### config.mk
export PLATFORM = sky130hd
export DESIGN_NAME = hid_report_to_key_events
export DESIGN_NICKNAME = d
export VERILOG_FILES = /design/src/rtl/hidk_pkg.sv /design/src/rtl/hid_report_to_key_events.sv /design/src/rtl/hidk_lane.sv /design/src/rtl/hidk_merge.sv
export SDC_FILE = /design/constraint.sdc
export NUM_CORES = 1
export LEC_CHECK = 0
export BUFFER_PORTS_ARGS = -buffer_cell sky130_fd_sc_hd__buf_2
export CAP_MARGIN = 20
export CELL_PAD_IN_SITES_DETAIL_PLACEMENT = 1
export CELL_PAD_IN_SITES_GLOBAL_PLACEMENT = 1
export CORE_MARGIN = 4
export CORE_UTILIZATION = 48
export CTS_CLUSTER_DIAMETER = 100
export DETAILED_ROUTE_END_ITERATION = 7
export GPL_TIMING_DRIVEN = 0
export PLACE_DENSITY_LB_ADDON = 0.1
export SKIP_CTS_REPAIR_TIMING = 1
export SLEW_MARGIN = 20
export SYNTH_ARGS = -nofsm -noshare
export SYNTH_HDL_FRONTEND = slang
export SYNTH_SLANG_ARGS = --single-unit
### constraint.sdc
create_clock -name clock -period 4.52 [get_ports clock]
set_clock_uncertainty 0.15 [all_clocks]
set_input_delay 0.226 -clock clock [delete_from_list [all_inputs] [get_ports clock]]
set_output_delay 0.226 -clock clock [all_outputs]
set_load 0.05 [all_outputs]
### src/rtl/hidk_pkg.sv
// shared types, constants and usage-code map for the hid report to key event block
package hidk_pkg;

   localparam int MAX_SLOTS         = 6;
   localparam int KEY_SLOTS_DEFAULT = 6;

   localparam logic [7:0] SHIFT_MASK = 8'h22;
   localparam logic [5:0] SHIFT_KEY  = 6'h37;

   localparam logic [7:0] USAGE_A      = 8'h04;
   localparam logic [7:0] USAGE_Z      = 8'h1D;
   localparam logic [7:0] USAGE_1      = 8'h1E;
   localparam logic [7:0] USAGE_9      = 8'h26;
   localparam logic [7:0] USAGE_0      = 8'h27;
   localparam logic [7:0] USAGE_ENTER  = 8'h28;
   localparam logic [7:0] USAGE_ESC    = 8'h29;
   localparam logic [7:0] USAGE_BKSP   = 8'h2A;
   localparam logic [7:0] USAGE_SPACE  = 8'h2C;
   localparam logic [7:0] USAGE_MINUS  = 8'h2D;
   localparam logic [7:0] USAGE_SEMI   = 8'h33;
   localparam logic [7:0] USAGE_COMMA  = 8'h36;
   localparam logic [7:0] USAGE_PERIOD = 8'h37;
   localparam logic [7:0] USAGE_SLASH  = 8'h38;
   localparam logic [7:0] USAGE_RIGHT  = 8'h4F;
   localparam logic [7:0] USAGE_LEFT   = 8'h50;
   localparam logic [7:0] USAGE_DOWN   = 8'h51;
   localparam logic [7:0] USAGE_UP     = 8'h52;

   localparam logic [7:0] KEY_A_BASE = 8'h11;
   localparam logic [7:0] KEY_1_BASE = 8'h01;

   typedef struct packed {
      logic       valid;
      logic [5:0] key;
   } map_type;

   typedef struct packed {
      logic       rel_valid;
      logic [5:0] rel_key;
      logic       prs_valid;
      logic [5:0] prs_key;
   } lane_result_type;

   function automatic map_type map_usage(input logic [7:0] code);
      map_type    m;
      logic [7:0] sum;
      m.valid = 1'b1;
      m.key   = '0;
      sum     = '0;
      if (code >= USAGE_A && code <= USAGE_Z) begin
         sum   = KEY_A_BASE + (code - USAGE_A);
         m.key = sum[5:0];
      end else if (code >= USAGE_1 && code <= USAGE_9) begin
         sum   = KEY_1_BASE + (code - USAGE_1);
         m.key = sum[5:0];
      end else begin
         unique case (code)
            USAGE_0:      m.key = 6'h00;
            USAGE_ENTER:  m.key = 6'h30;
            USAGE_ESC:    m.key = 6'h32;
            USAGE_BKSP:   m.key = 6'h2D;
            USAGE_SPACE:  m.key = 6'h2F;
            USAGE_MINUS:  m.key = 6'h0D;
            USAGE_SEMI:   m.key = 6'h0B;
            USAGE_COMMA:  m.key = 6'h0C;
            USAGE_PERIOD: m.key = 6'h0E;
            USAGE_SLASH:  m.key = 6'h0F;
            USAGE_RIGHT:  m.key = 6'h2E;
            USAGE_LEFT:   m.key = 6'h2D;
            USAGE_DOWN:   m.key = 6'h2C;
            USAGE_UP:     m.key = 6'h2B;
            default:      m.valid = 1'b0;
         endcase
      end
      return m;
   endfunction

endpackage

### src/rtl/hid_report_to_key_events.sv
// top level: boot-keyboard report to key-matrix press and release items
// Each accepted report is compared combinationally with the held report by one lane per key
// slot; the shift change, releases and presses found are loaded into a pending event set that
// a serializer drains at one event per cycle, while the output is not stalled, into an output
// register. The first event of a report passes the pending event set register and then the
// output register. The next report waits on the input while the events of the current one,
// at most 1 + 2*KEY_SLOTS = 13, drain, and is taken in the cycle the last of them leaves the
// event set. Reports that cause no event are absorbed without output, one per cycle. No reset
// sweep: the block is ready as soon as reset is released.
module hid_report_to_key_events #(
   parameter int KEY_SLOTS = hidk_pkg::KEY_SLOTS_DEFAULT
) (
   input  logic        clock,
   input  logic        reset,
   input  logic        req_tvalid,
   output logic        req_tready,
   input  logic [55:0] req_tdata,   // modifier_bits, key_slot_0 .. key_slot_5
   output logic        rsp_tvalid,
   input  logic        rsp_tready,
   output logic [7:0]  rsp_tdata,   // is_press, matrix_key, zero pad
   output logic        rsp_tlast    // last_of_run
);
   import hidk_pkg::*;

   logic [KEY_SLOTS-1:0][7:0]         prev_ff, prev_in;
   logic                              shift_ff, shift_in;
   logic [KEY_SLOTS-1:0][7:0]         cur_all;
   lane_result_type [KEY_SLOTS-1:0]   lanes;
   logic                              shift_now;
   logic                              load;
   logic                              load_ok;

   always_comb begin
      for (int i = 0; i < KEY_SLOTS; i++) begin
         cur_all[i] = req_tdata[8 + 8 * i +: 8];
      end
      shift_now  = (req_tdata[7:0] & SHIFT_MASK) != '0;
      req_tready = load_ok && !reset;
      load       = req_tvalid && req_tready;
      prev_in    = load ? cur_all : prev_ff;
      shift_in   = load ? shift_now : shift_ff;
   end

   always_ff @(posedge clock) begin
      if (reset) begin
         prev_ff  <= '0;
         shift_ff <= 1'b0;
      end else begin
         prev_ff  <= prev_in;
         shift_ff <= shift_in;
      end
   end

   for (genvar g = 0; g < KEY_SLOTS; g++) begin : g_lane
      hidk_lane #(.KEY_SLOTS(KEY_SLOTS)) u_lane (
         .cur_code  (cur_all[g]),
         .prev_code (prev_ff[g]),
         .cur_all   (cur_all),
         .prev_all  (prev_ff),
         .result    (lanes[g])
      );
   end

   hidk_merge #(.KEY_SLOTS(KEY_SLOTS)) u_merge (
      .clock       (clock),
      .reset       (reset),
      .load        (load),
      .shift_event (shift_now != shift_ff),
      .shift_press (shift_now),
      .lanes       (lanes),
      .load_ok     (load_ok),
      .rsp_tvalid  (rsp_tvalid),
      .rsp_tready  (rsp_tready),
      .rsp_tdata   (rsp_tdata),
      .rsp_tlast   (rsp_tlast)
   );

endmodule

### src/rtl/hidk_lane.sv
// one key slot: release and press detection against the other report
module hidk_lane #(
   parameter int KEY_SLOTS = hidk_pkg::KEY_SLOTS_DEFAULT
) (
   input  logic [7:0]                  cur_code,
   input  logic [7:0]                  prev_code,
   input  logic [KEY_SLOTS-1:0][7:0]   cur_all,
   input  logic [KEY_SLOTS-1:0][7:0]   prev_all,
   output hidk_pkg::lane_result_type   result
);
   import hidk_pkg::*;

   logic    prev_in_cur;
   logic    cur_in_prev;
   map_type prev_map;
   map_type cur_map;

   always_comb begin
      prev_in_cur = 1'b0;
      cur_in_prev = 1'b0;
      for (int j = 0; j < KEY_SLOTS; j++) begin
         if (cur_all[j] == prev_code) prev_in_cur = 1'b1;
         if (prev_all[j] == cur_code) cur_in_prev = 1'b1;
      end
      prev_map = map_usage(prev_code);
      cur_map  = map_usage(cur_code);

      result.rel_valid = (prev_code != '0) && !prev_in_cur && prev_map.valid;
      result.rel_key   = prev_map.key;
      result.prs_valid = (cur_code != '0) && !cur_in_prev && cur_map.valid;
      result.prs_key   = cur_map.key;
   end

endmodule

### src/rtl/hidk_merge.sv
// merge of lane results into a pending event set and serial event output
module hidk_merge #(
   parameter int KEY_SLOTS = hidk_pkg::KEY_SLOTS_DEFAULT
) (
   input  logic                              clock,
   input  logic                              reset,
   input  logic                              load,
   input  logic                              shift_event,
   input  logic                              shift_press,
   input  hidk_pkg::lane_result_type [KEY_SLOTS-1:0] lanes,
   output logic                              load_ok,
   output logic                              rsp_tvalid,
   input  logic                              rsp_tready,
   output logic [7:0]                        rsp_tdata,  // is_press, matrix_key[6:1], zero pad
   output logic                              rsp_tlast   // last_of_run
);
   import hidk_pkg::*;

   localparam int EV = 1 + 2 * KEY_SLOTS;

   logic [EV-1:0]       pend_ff, pend_in;
   logic [EV-1:0][5:0]  key_ff, key_in;
   logic                shift_press_ff, shift_press_in;
   logic                rsp_valid_ff, rsp_valid_in;
   logic                rsp_press_ff, rsp_press_in;
   logic [5:0]          rsp_key_ff, rsp_key_in;
   logic                rsp_last_ff, rsp_last_in;

   logic [EV-1:0]       low;
   logic [EV-1:0]       rest;
   logic [EV-1:0]       new_mask;
   logic [5:0]          sel_key;
   logic                sel_press;
   logic                out_free;
   logic                emit;

   always_comb begin
      low       = pend_ff & (~pend_ff + {{(EV-1){1'b0}}, 1'b1});
      rest      = pend_ff & ~low;
      sel_key   = '0;
      for (int i = 0; i < EV; i++) begin
         if (low[i]) sel_key = sel_key | key_ff[i];
      end
      sel_press = low[0] ? shift_press_ff : (low[EV-1 -: KEY_SLOTS] != '0);
      out_free  = !rsp_valid_ff || rsp_tready;
      emit      = (pend_ff != '0) && out_free;
      load_ok   = (pend_ff == '0) || (emit && (rest == '0));

      new_mask  = '0;
      key_in    = key_ff;
      new_mask[0] = shift_event;
      for (int i = 0; i < KEY_SLOTS; i++) begin
         new_mask[1 + i]             = lanes[i].rel_valid;
         new_mask[1 + KEY_SLOTS + i] = lanes[i].prs_valid;
      end

      pend_in        = pend_ff;
      shift_press_in = shift_press_ff;
      if (load) begin
         pend_in        = new_mask;
         shift_press_in = shift_press;
         key_in[0]      = SHIFT_KEY;
         for (int i = 0; i < KEY_SLOTS; i++) begin
            key_in[1 + i]             = lanes[i].rel_key;
            key_in[1 + KEY_SLOTS + i] = lanes[i].prs_key;
         end
      end else if (emit) begin
         pend_in = rest;
      end

      rsp_valid_in = rsp_valid_ff;
      rsp_press_in = rsp_press_ff;
      rsp_key_in   = rsp_key_ff;
      rsp_last_in  = rsp_last_ff;
      if (out_free) begin
         rsp_valid_in = emit;
         rsp_press_in = sel_press;
         rsp_key_in   = sel_key;
         rsp_last_in  = (rest == '0);
      end
   end

   always_ff @(posedge clock) begin
      if (reset) begin
         pend_ff      <= '0;
         rsp_valid_ff <= 1'b0;
      end else begin
         pend_ff      <= pend_in;
         rsp_valid_ff <= rsp_valid_in;
      end
      key_ff         <= key_in;
      shift_press_ff <= shift_press_in;
      rsp_press_ff   <= rsp_press_in;
      rsp_key_ff     <= rsp_key_in;
      rsp_last_ff    <= rsp_last_in;
   end

   assign rsp_tvalid = rsp_valid_ff;
   assign rsp_tdata  = {1'b0, rsp_key_ff, rsp_press_ff};
   assign rsp_tlast  = rsp_last_ff;

`ifndef SYNTHESIS
   a_no_load_while_busy: assert property (@(posedge clock) disable iff (reset)
      (pend_ff != '0 && !emit) |-> !load_ok)
      else $error("load allowed while events pending");

   a_last_frees_slot: assert property (@(posedge clock) disable iff (reset)
      (emit && rest == '0) |-> load_ok)
      else $error("final event does not free the event set");

   a_one_event_per_emit: assert property (@(posedge clock) disable iff (reset)
      (emit && !load) |=> ($countones(pend_ff) == $past($countones(pend_ff)) - 1))
      else $error("emit did not retire exactly one event");
`endif

endmodule

---- After elaboration in Yosys (flattened, before gate mapping) ----
Cells that the tools add are included.
word-level totals
  logic and storage cells ................. 649
  input bits .............................. 60
  output and inout bits ................... 11
  bits in registers ....................... 144
operators by class
  magnitude comparators ................... 48
  bitwise logic cells ..................... 16
  eq/ne operators ......................... 241
  reductions and logical operators ........ 110
  mux-type cells .......................... 160
  add/sub/neg operators ................... 49
operator list
  kind                   number
  $eq A8 B6 Y1 const B   120
  $pmux W6 S12           12
  $eq A8 B8 Y1           72
  $eq A8 B7 Y1 const B   48
  $mux W6                37
  $reduce_or A14 Y1      12
  $mux W1                109
  $reduce_bool A8 Y1     13
  $ge A8 B3 Y1 const B   12
  $ge A8 B5 Y1 const B   12
  $le A8 B5 Y1 const B   12
  $le A8 B6 Y1 const B   12
  $add A1 B6 Y6 const A  12
  $add A5 B6 Y6 const A  12
  $or A6 B6 Y6           12
  $sub A6 B3 Y6 const B  12
  $sub A6 B5 Y6 const B  12
  $logic_and A1 B1 Y1    52
  $and A13 B13 Y13       2
  $logic_not A13 Y1      2
  $mux W13               2
  $not A13 Y13           2
  $reduce_or A2 Y1       12
  $logic_not A1 Y1       14
  other kinds (6)        7

---- Longest topological paths before layout ----
Gate-level depths: netlist (run 1).
  depth after elaboration ................. 28
  mapped depth ............................ 11
  mapped depth without buffers ............ 8

---- Hierarchy ----
Synthesis (run 1) repeated with hierarchy kept, for this count alone.
second synthesis, totals
  cell total of the unflattened synthesis .. 2,506
  area, all modules ....................... 20,652.3 µm²
modules (own cells, without submodules)
  module                    sequential area each (µm²)  cells an instance  times used  area an instance (µm²)
  hidk_lane                 0.0                         337                6           2,427.3
  hidk_merge                2,712.6                     257                1           3,744.8
  hid_report_to_key_events  980.9                       227                1           2,343.5

---- Worst setup path after synthesis (run 1) ----
OpenSTA, ideal clock, no wires.
  path type ............................... register to register
  from .................................... reg u_merge.pend_ff[0]
  to ...................................... reg u_merge.key_ff[10] in the netlist's numbering, enable pin
  data required time ...................... 3.942 ns
  library setup time ...................... 0.428 ns
  slack ................................... 0.668 ns
  cell stages (with the launch flop) ...... 10
  data arrival time ....................... 3.273 ns
  clock period less this slack ............ 3.852 ns
  cells stage by stage .................... dfxtp_1 > or4_1 > buf_2 > o21ai_2 > a32o_1 > a41o_1 > buf_4 > buf_6 > nand2_1 > inv_1
on the way
  longest elaborated chain between the ends .. 10
ends and longest elaborated chain
  item                      RTL line                        RTL
  start: declaration        hidk_merge.sv:21                logic [EV-1:0] pend_ff, pend_in;
  start signal: assignment  hidk_merge.sv:88                pend_ff <= pend_in;
  $not A13 Y13              hidk_merge.sv:38                low = pend_ff & (~pend_ff + {{(EV-1){1'b0}}, 1'b1});
  $add A13 B1 Y13           hidk_merge.sv:38
  $and A13 B13 Y13          hidk_merge.sv:38
  $not A13 Y13              hidk_merge.sv:39                rest = pend_ff & ~low;
  $and A13 B13 Y13          hidk_merge.sv:39
  $logic_not A13 Y1         hidk_merge.sv:47                load_ok = (pend_ff == '0) || (emit && (rest == '0));
  $logic_and A1 B1 Y1       hidk_merge.sv:47
  $logic_or A1 B1 Y1 (*)    hidk_merge.sv:47
  $logic_and A1 B1 Y1 (*)   hid_report_to_key_events.sv:38  req_tready = load_ok && !reset;
  $logic_and A1 B1 Y1 (*)   hid_report_to_key_events.sv:39  load = req_tvalid && req_tready;
  via load                  hid_report_to_key_events.sv:30  logic load;
  end signal: assignment    hidk_merge.sv:91                key_ff <= key_in;
  end: declaration          hidk_merge.sv:22                logic [EV-1:0][5:0] key_ff, key_in;
Mark *: on every way through the listed nets, which the timed path passes. The rest lies on a longest branch.
A chain may end at the register's enable or synchronous reset.

---- Worst setup path after layout (run 1) ----
  from .................................... reg prev_ff[33] in the netlist's numbering
  to ...................................... reg u_merge.pend_ff[5]
on the way
  longest elaborated chain between the ends .. 11
ends and longest elaborated chain
  item                      RTL line                        RTL
  start: declaration        hid_report_to_key_events.sv:25  logic [KEY_SLOTS-1:0][7:0] prev_ff, prev_in;
  start signal: assignment  hid_report_to_key_events.sv:49  prev_ff <= prev_in;
  $eq A8 B8 Y1              hidk_lane.sv:22                 if (cur_all[j] == prev_code) prev_in_cur = 1'b1;
  $mux W1 (6 in a row)      hidk_lane.sv:22
  $logic_not A1 Y1          hidk_lane.sv:28                 result.rel_valid = (prev_code != '0) && !prev_in_cur && prev_map.valid;
  $logic_and A1 B1 Y1       hidk_lane.sv:28
  $logic_and A1 B1 Y1 (*)   hidk_lane.sv:28
  $mux W13 (*)              hidk_merge.sv:59                if (load) begin
Mark *: on every way between the ends. The rest lies on a longest branch, timed or not.

==> results of run 1 <==
==> stage by stage <==
stage                     setup TNS, ns  hold slack, ns
after CTS                             0        -0.04458
final                                 0         0.02144
after global routing                  0         0.04300
after detailed placement              0          0.3833
after floorplan                       0          0.2641
after global placement           -59.83          0.3668
==> power by group through the flow <==
stage	Combinational, uW	Clock, uW	Sequential [uW]
4_1_cts	7240	1440	2600
5_1_grt	7910	1490	2660
2_1_floorplan	4970	0	2480
6_report	7480	1450	2640
3_3_place_gp	6960	0	2630
3_5_place_dp	7170	0	2610
==> synth_stat cells, drive strengths merged, types with 19 or more instances <==
master and instances:
mux2i 57, xor2 129, dfxtp 63, xnor2 177, a211oi 19, and3 24
nand2 111, nor2b 26, nand3 42, buf 103, nor3 54, nand3b 19
o22ai 19, a221oi 20, edfxtp 81, nand4 65, nor3b 29, nor4 50
inv 69, o21ai 86, ha 57, or3 23, a21oi 80, o211ai 25
nor2 182, clkbuf 84
==> registers in the layout, summed over array words and instances, names as in the netlist <==
signal,flops
u_merge.shift_press_ff,1
prev_ff,48
shift_ff,1
u_merge.pend_ff,13
u_merge.rsp_tvalid,1
u_merge.rsp_tlast,1
u_merge.rsp_press_ff,1
u_merge.key_ff,72
u_merge.rsp_key_ff,6
==> critical path, stage by stage (launching register included) <==
cell	delay (ns)
dfxtp_1	0.53
buf_1	0.62
inv_1	0.27
ha_1	0.26
clkbuf_1	0.22
or2_2	0.32
clkbuf_1	0.17
o221ai_1	0.59
nand4_1	0.31
nor3_1	0.57
o31ai_1	0.14
==> area by class of cell <==
cell class                 count  share of cell area (%)
sequential                   144                   21.15
tap                          442                   3.167
clock buffer                  18                   2.458
multi-input combinational   1611                   64.41
inverter                      69                   1.498
clock inverter                13                  0.7954
buffer                       187                   4.708
timing repair buffer          58                   1.806
==> cells by family after synthesis <==
logic type,after synthesis
adder cells (fa/ha/maj),58
AO/OA/AOI/OAI,444
other,1
flip-flops,144
buffers and inverters,256
XOR/XNOR,306
AND/OR/NAND/NOR,743
multiplexers,59
==> how the worst max path moves through the flow <==
| stage | from | to | slack [ns] |
|---|---|---|---|
| after floorplan | u_merge.pend_ff[0] | u_merge.key_ff[10] | 0.67 |
| after global placement | u_merge.pend_ff[0] | u_merge.key_ff[74] | -0.80 |
| after detailed placement | prev_ff[33] | u_merge.pend_ff[5] | 0.38 |
| after CTS | prev_ff[33] | u_merge.pend_ff[5] | 0.36 |
| after global routing | prev_ff[33] | u_merge.pend_ff[5] | 0.13 |
| final | prev_ff[33] | u_merge.pend_ff[5] | 0.22 |
==> routing by layer <==
layer  GRT usage (%)  vias to the layer above  share of wire, %
met4           19.45                        2               5.9
met2           59.82                     1059                44
met3           7.250                      283               9.9
met5               0                        -             0.031
met1           52.10                     8665                41
li1                -                     7571                 -
==> flow_metrics.env, run 1 <==
export IMPL_ff2ff_path_depth=10
export IMPL_cts_root_buf="clkbuf_16"
export IMPL_synth_simple_area_share_pct=25.31
export IMPL_vias=17580
export IMPL_synth_fp_nets=2128
export IMPL_track_usage_pct=38.79
export IMPL_synth_seq_cells=144
export IMPL_fin_area_um2=17460
export IMPL_period_needed_ns=4.303
export IMPL_maxCapViolCount=0
export IMPL_synth_area_um2=15990
export IMPL_ys_types=87
export IMPL_timing_rr_end="u_merge.pend_ff[5]"
export IMPL_core_um2=32700
export IMPL_antenna_found_initial=1
export IMPL_final_cells=2542
export IMPL_slew_headroom_pct=21.02
export IMPL_dp_hpwl_um=53540
export IMPL_clock_sinks=144
export IMPL_p_clk_share_pct=12.5
export IMPL_synth_xor_area_share_pct=16.76
export IMPL_fillers=4109
export IMPL_synth_adder_area_share_pct=4.523
export IMPL_initial_utilization_pct=48.90
export IMPL_fmax_mhz=232.4
export IMPL_setup_viol=0
export IMPL_via_per_inst=6.916
export IMPL_synth_top_family_by_area="simple AND/OR/NAND/NOR gates"
export IMPL_layout_commonest_cell="nor2_1"
export IMPL_layout_common_cells="nor2_1, xnor2_1, xor2_1, nand2_1, buf_2"
export IMPL_synth_main_ff_cell="edfxtp_1"
export IMPL_p_int_uw=5505
export IMPL_required_ns=4.71
export IMPL_die_area_um2=36300
export IMPL_cts_tree="yes"
export IMPL_crit_fanout=10
export IMPL_fin_crit_sh_pct=95.19
export IMPL_syn_to_final_growth_pct=9.194
export IMPL_grt_pass1_wl_um=107900
export IMPL_cp_end_kind="flop"
export IMPL_p_sw_uw=6058
export IMPL_hold_class="input port to flop"
export IMPL_worst_slack_ns=0.2175
export IMPL_seq_area_um2=3694
export IMPL_avgSynthCellArea_um2=7.951
export IMPL_worstSetupPathType="flop to flop"
export IMPL_io_buffers=55
export IMPL_hold_path_end="shift_ff"
export IMPL_htreeDepth=4
export IMPL_multi_input_area_um2=11250
export IMPL_p_leak_uw=0.006474
export IMPL_die_w_um=190.5
export IMPL_comb_power_share_pct=64.6
export IMPL_status="complete, no violations"
export IMPL_synth_top_area_cell="edfxtp_1"
export IMPL_peakVddDrop_uv=382.2
export IMPL_overflow=0
export IMPL_yosys_top_cells_area="edfxtp_1, xnor2_1, dfxtp_1"
export IMPL_ant_nets=0
export IMPL_layout_drive_gt1_share_pct=9.286
export IMPL_synth_mux_area_share_pct=3.709
export IMPL_rsz0062_at_grt="no"
export IMPL_die_y_um=190.5
export IMPL_postLayoutCoreUtil_pct=53.39
export IMPL_wirelength_um=71880
export IMPL_place_area_um2=16850
export IMPL_timing_rr_start="prev_ff[33]"
export IMPL_placed_cells_incl_taps=2509
export IMPL_syn_inst=2011
export IMPL_min_from="req_tdata[1]"
export IMPL_grt_max_degree=39
export IMPL_slew_violations=0
export IMPL_holdPathStages=3
export IMPL_synth_enable_flop_cells=81
export IMPL_start_kind="flop"
export IMPL_io_pins=71
export IMPL_n_antenna_cell=0
export IMPL_pre_cts_slack_ns=0.3778
export IMPL_clock_path_buffers=2
export IMPL_drt_iter0_markers=1648
export IMPL_fin_nets=2205
export IMPL_synthArstFlopShare_pct=0
export IMPL_synth_top_cell_area_share_pct=15.21
export IMPL_clkTransAtPathRegs_ns=0.07
export IMPL_swShare_pct=52.39
export IMPL_synth_compound_area_share_pct=19.81
export IMPL_cts_buffers=17
export IMPL_finalWeightedCongestion=0.9608
export IMPL_wl_per_cell_um=28.28
export IMPL_ys_seq_area_share_pct=23.10
export IMPL_design_power_total_uw=11560
export IMPL_hold_viol=0
export IMPL_seq_power_share_pct=22.8
export IMPL_drc=0
export IMPL_clock_latency_ns=0.47
export IMPL_dr_pass1_iters=5
export IMPL_tightest_slew_ns=1.170
export IMPL_cp_arrival_ns=4.49
export IMPL_grt_pass1_vias=17357
export IMPL_r2r_slack_ns=0.22
export IMPL_synth_warnings=0
export IMPL_power_density_nw_per_um2=662.2
export IMPL_row_count=66
Note: power is estimated with default switching activity, not from simulation.
==> run 2, diff against run 1 <==
==> constraint.sdc (replaced) <==
create_clock -name clock -period 4.52 [get_ports clock]
set_clock_uncertainty 0.15 [all_clocks]
set_input_delay 0.452 -clock clock [delete_from_list [all_inputs] [get_ports clock]]
set_output_delay 0.452 -clock clock [all_outputs]
set_load 0.05 [all_outputs]
==> run 2 against run 1 <==
Non-clock buffer count shrank 2; critical endpoint unchanged; utilization is 0.061 points lower; final area shrank 0.11%; largest power group unchanged; via count is 0.15% lower; sequential power barely moved; worst hold slack improved by 0.17 ns; first-iteration DRC count grew 4.7%; clock power is essentially flat; register-to-register slack worse by 0.08 ns.
==> flow_metrics.env, run 2 (synthesis gave the netlist of run 1 again) <==
export IMPL_postLayoutCoreUtil_pct=53.33
export IMPL_clock_path_buffers=2
export IMPL_swShare_pct=52.40
export IMPL_layout_drive_gt1_share_pct=9.295
export IMPL_hold_viol=0
export IMPL_grt_pass1_vias=17357
export IMPL_comb_power_share_pct=64.7
export IMPL_fillers=4108
export IMPL_required_ns=4.70
export IMPL_grt_pass1_wl_um=107900
export IMPL_io_pins=71
export IMPL_dr_pass1_iters=7
export IMPL_grt_max_degree=39
export IMPL_vias=17554
export IMPL_fmax_mhz=228.4
export IMPL_finalWeightedCongestion=0.9608
export IMPL_clkTransAtPathRegs_ns=0.07
export IMPL_crit_slowest_cell="buf_1"
export IMPL_start_kind="flop"
export IMPL_clock_sinks=144
export IMPL_largest_reg_flops=72
export IMPL_n_antenna_cell=0
export IMPL_cp_arrival_ns=4.56
export IMPL_crit_path_cell_trace="buf_1 -> inv_1 -> ha_1 -> clkbuf_1 -> or2_2 -> clkbuf_1 -> o221ai_1 -> nand4_1 -> nor3_1 -> o31ai_1"
export IMPL_rsz0062_at_grt="no"
export IMPL_track_usage_pct=38.79
export IMPL_die_y_um=190.5
export IMPL_peakVddDrop_uv=386.1
export IMPL_top_regs="u_merge.key_ff: 72 flops, prev_ff: 48 flops, u_merge.pend_ff: 13 flops"
export IMPL_die_area_um2=36300
export IMPL_seq_power_share_pct=22.8
export IMPL_tightest_slew_ns=1.168
export IMPL_maxCapViolCount=0
export IMPL_io_buffers=55
export IMPL_hold_class="input port to flop"
export IMPL_path_common_cell="clkbuf_1"
export IMPL_setup_viol=0
export IMPL_overflow=0
export IMPL_cts_tree="yes"
export IMPL_syn_to_final_growth_pct=9.069
export IMPL_core_um2=32700
export IMPL_dp_hpwl_um=53540
export IMPL_cpPeakStageDelay_ns=0.64
export IMPL_die_w_um=190.5
export IMPL_cts_buffers=17
export IMPL_layout_commonest_cell="nor2_1"
export IMPL_worstSetupPathType="flop to flop"
export IMPL_wirelength_um=72080
export IMPL_row_count=66
export IMPL_wl_per_cell_um=28.38
export IMPL_p_leak_uw=0.006465
export IMPL_via_per_inst=6.911
export IMPL_power_density_nw_per_um2=663.0
export IMPL_status="complete, no violations"
export IMPL_finalSetupTns_ns=0
export IMPL_layout_common_cells="nor2_1, xnor2_1, xor2_1, nand2_1, buf_2"
export IMPL_fin_crit_sh_pct=96.85
export IMPL_htreeDepth=4
export IMPL_p_sw_uw=6060
export IMPL_drc=0
export IMPL_period_needed_ns=4.378
export IMPL_fin_nets=2203
export IMPL_slew_violations=0
export IMPL_initial_utilization_pct=48.90
export IMPL_clock_latency_ns=0.47
export IMPL_slew_headroom_pct=21.11
export IMPL_holdWs_ns=0.1933
export IMPL_drt_iter0_markers=1726
export IMPL_p_int_uw=5504
export IMPL_antenna_found_initial=1
export IMPL_cp_end_kind="flop"
export IMPL_ant_nets=0
export IMPL_largest_register="u_merge.key_ff"
export IMPL_cts_root_buf="clkbuf_16"
export IMPL_p_clk_share_pct=12.5
export IMPL_crit_fanout=10
run 2: cell types whose count changed in the layout (fill, tap and decap cells not counted):
cell,delta
dlygate4sd3_1,-2
run 2: area by class of cell:
type | count | area, um^2 | share of cell area, %
plain buffers | 187 | 822.0 | 4.713
inverters | 69 | 261.5 | 1.499
repair buffers | 56 | 295.3 | 1.693
clock buffers | 18 | 429.2 | 2.461
flip-flops and latches | 144 | 3694 | 21.18
clock inverters | 13 | 138.9 | 0.7963
well taps | 442 | 553.0 | 3.171
multi-input cells | 1611 | 11250 | 64.49
run 2: power by group through the flow:
| stage | combinational, uW | sequential (uW) | clock (uW) |
|---|---|---|---|
| floorplan | 4970 | 2480 | 0 |
| global placement | 6960 | 2630 | 0 |
| detailed placement | 7170 | 2610 | 0 |
| CTS | 7240 | 2600 | 1440 |
| global route | 7910 | 2660 | 1490 |
| finish | 7480 | 2640 | 1440 |
run 2: worst max-delay path, delay by kind of cell, from the launching register on:
family,cells,cell delay (ns)
buffers and inverters,4,1.33
AND/OR/NAND/NOR,3,1.24
AO/OA/AOI/OAI,2,0.74
flip-flops,1,0.52
adder cells (fa/ha/maj),1,0.26
run 2: path summary, 6_finish.rpt:
| kind | cells past startpoint | slack, ns | endpoint | from |
|---|---|---|---|---|
| min reg2reg | 2 | 0.39 | shift_ff | shift_ff |
| min | 3 | 0.19 | u_merge.shift_press_ff | req_tdata[1] |
| max reg2reg | 10 | 0.14 | u_merge.pend_ff[5] | prev_ff[33] |
| max | 10 | 0.14 | u_merge.pend_ff[5] | prev_ff[33] |
run 2: per-stage QoR:
stage                     power (uW)  worst slack, ns  instance area, um^2  instances
final                          11560           0.1423                17440       2540
after global routing           12060           0.1326                17440       2540
after CTS                      11270           0.3649                17420       2540
after detailed placement        9777           0.3778                16850       2509
after global placement          9589          -0.8027                16820       2508
after floorplan                 7451           0.6684                15990       2011
run 2: metal layers:
metal	wire [um]	vias to the layer above	global-route usage, %
met3	7395	280	7.250
li1	-	7567	-
met4	4192	2	19.45
met5	13	-	0
met2	31600	1062	59.82
met1	28880	8643	52.10
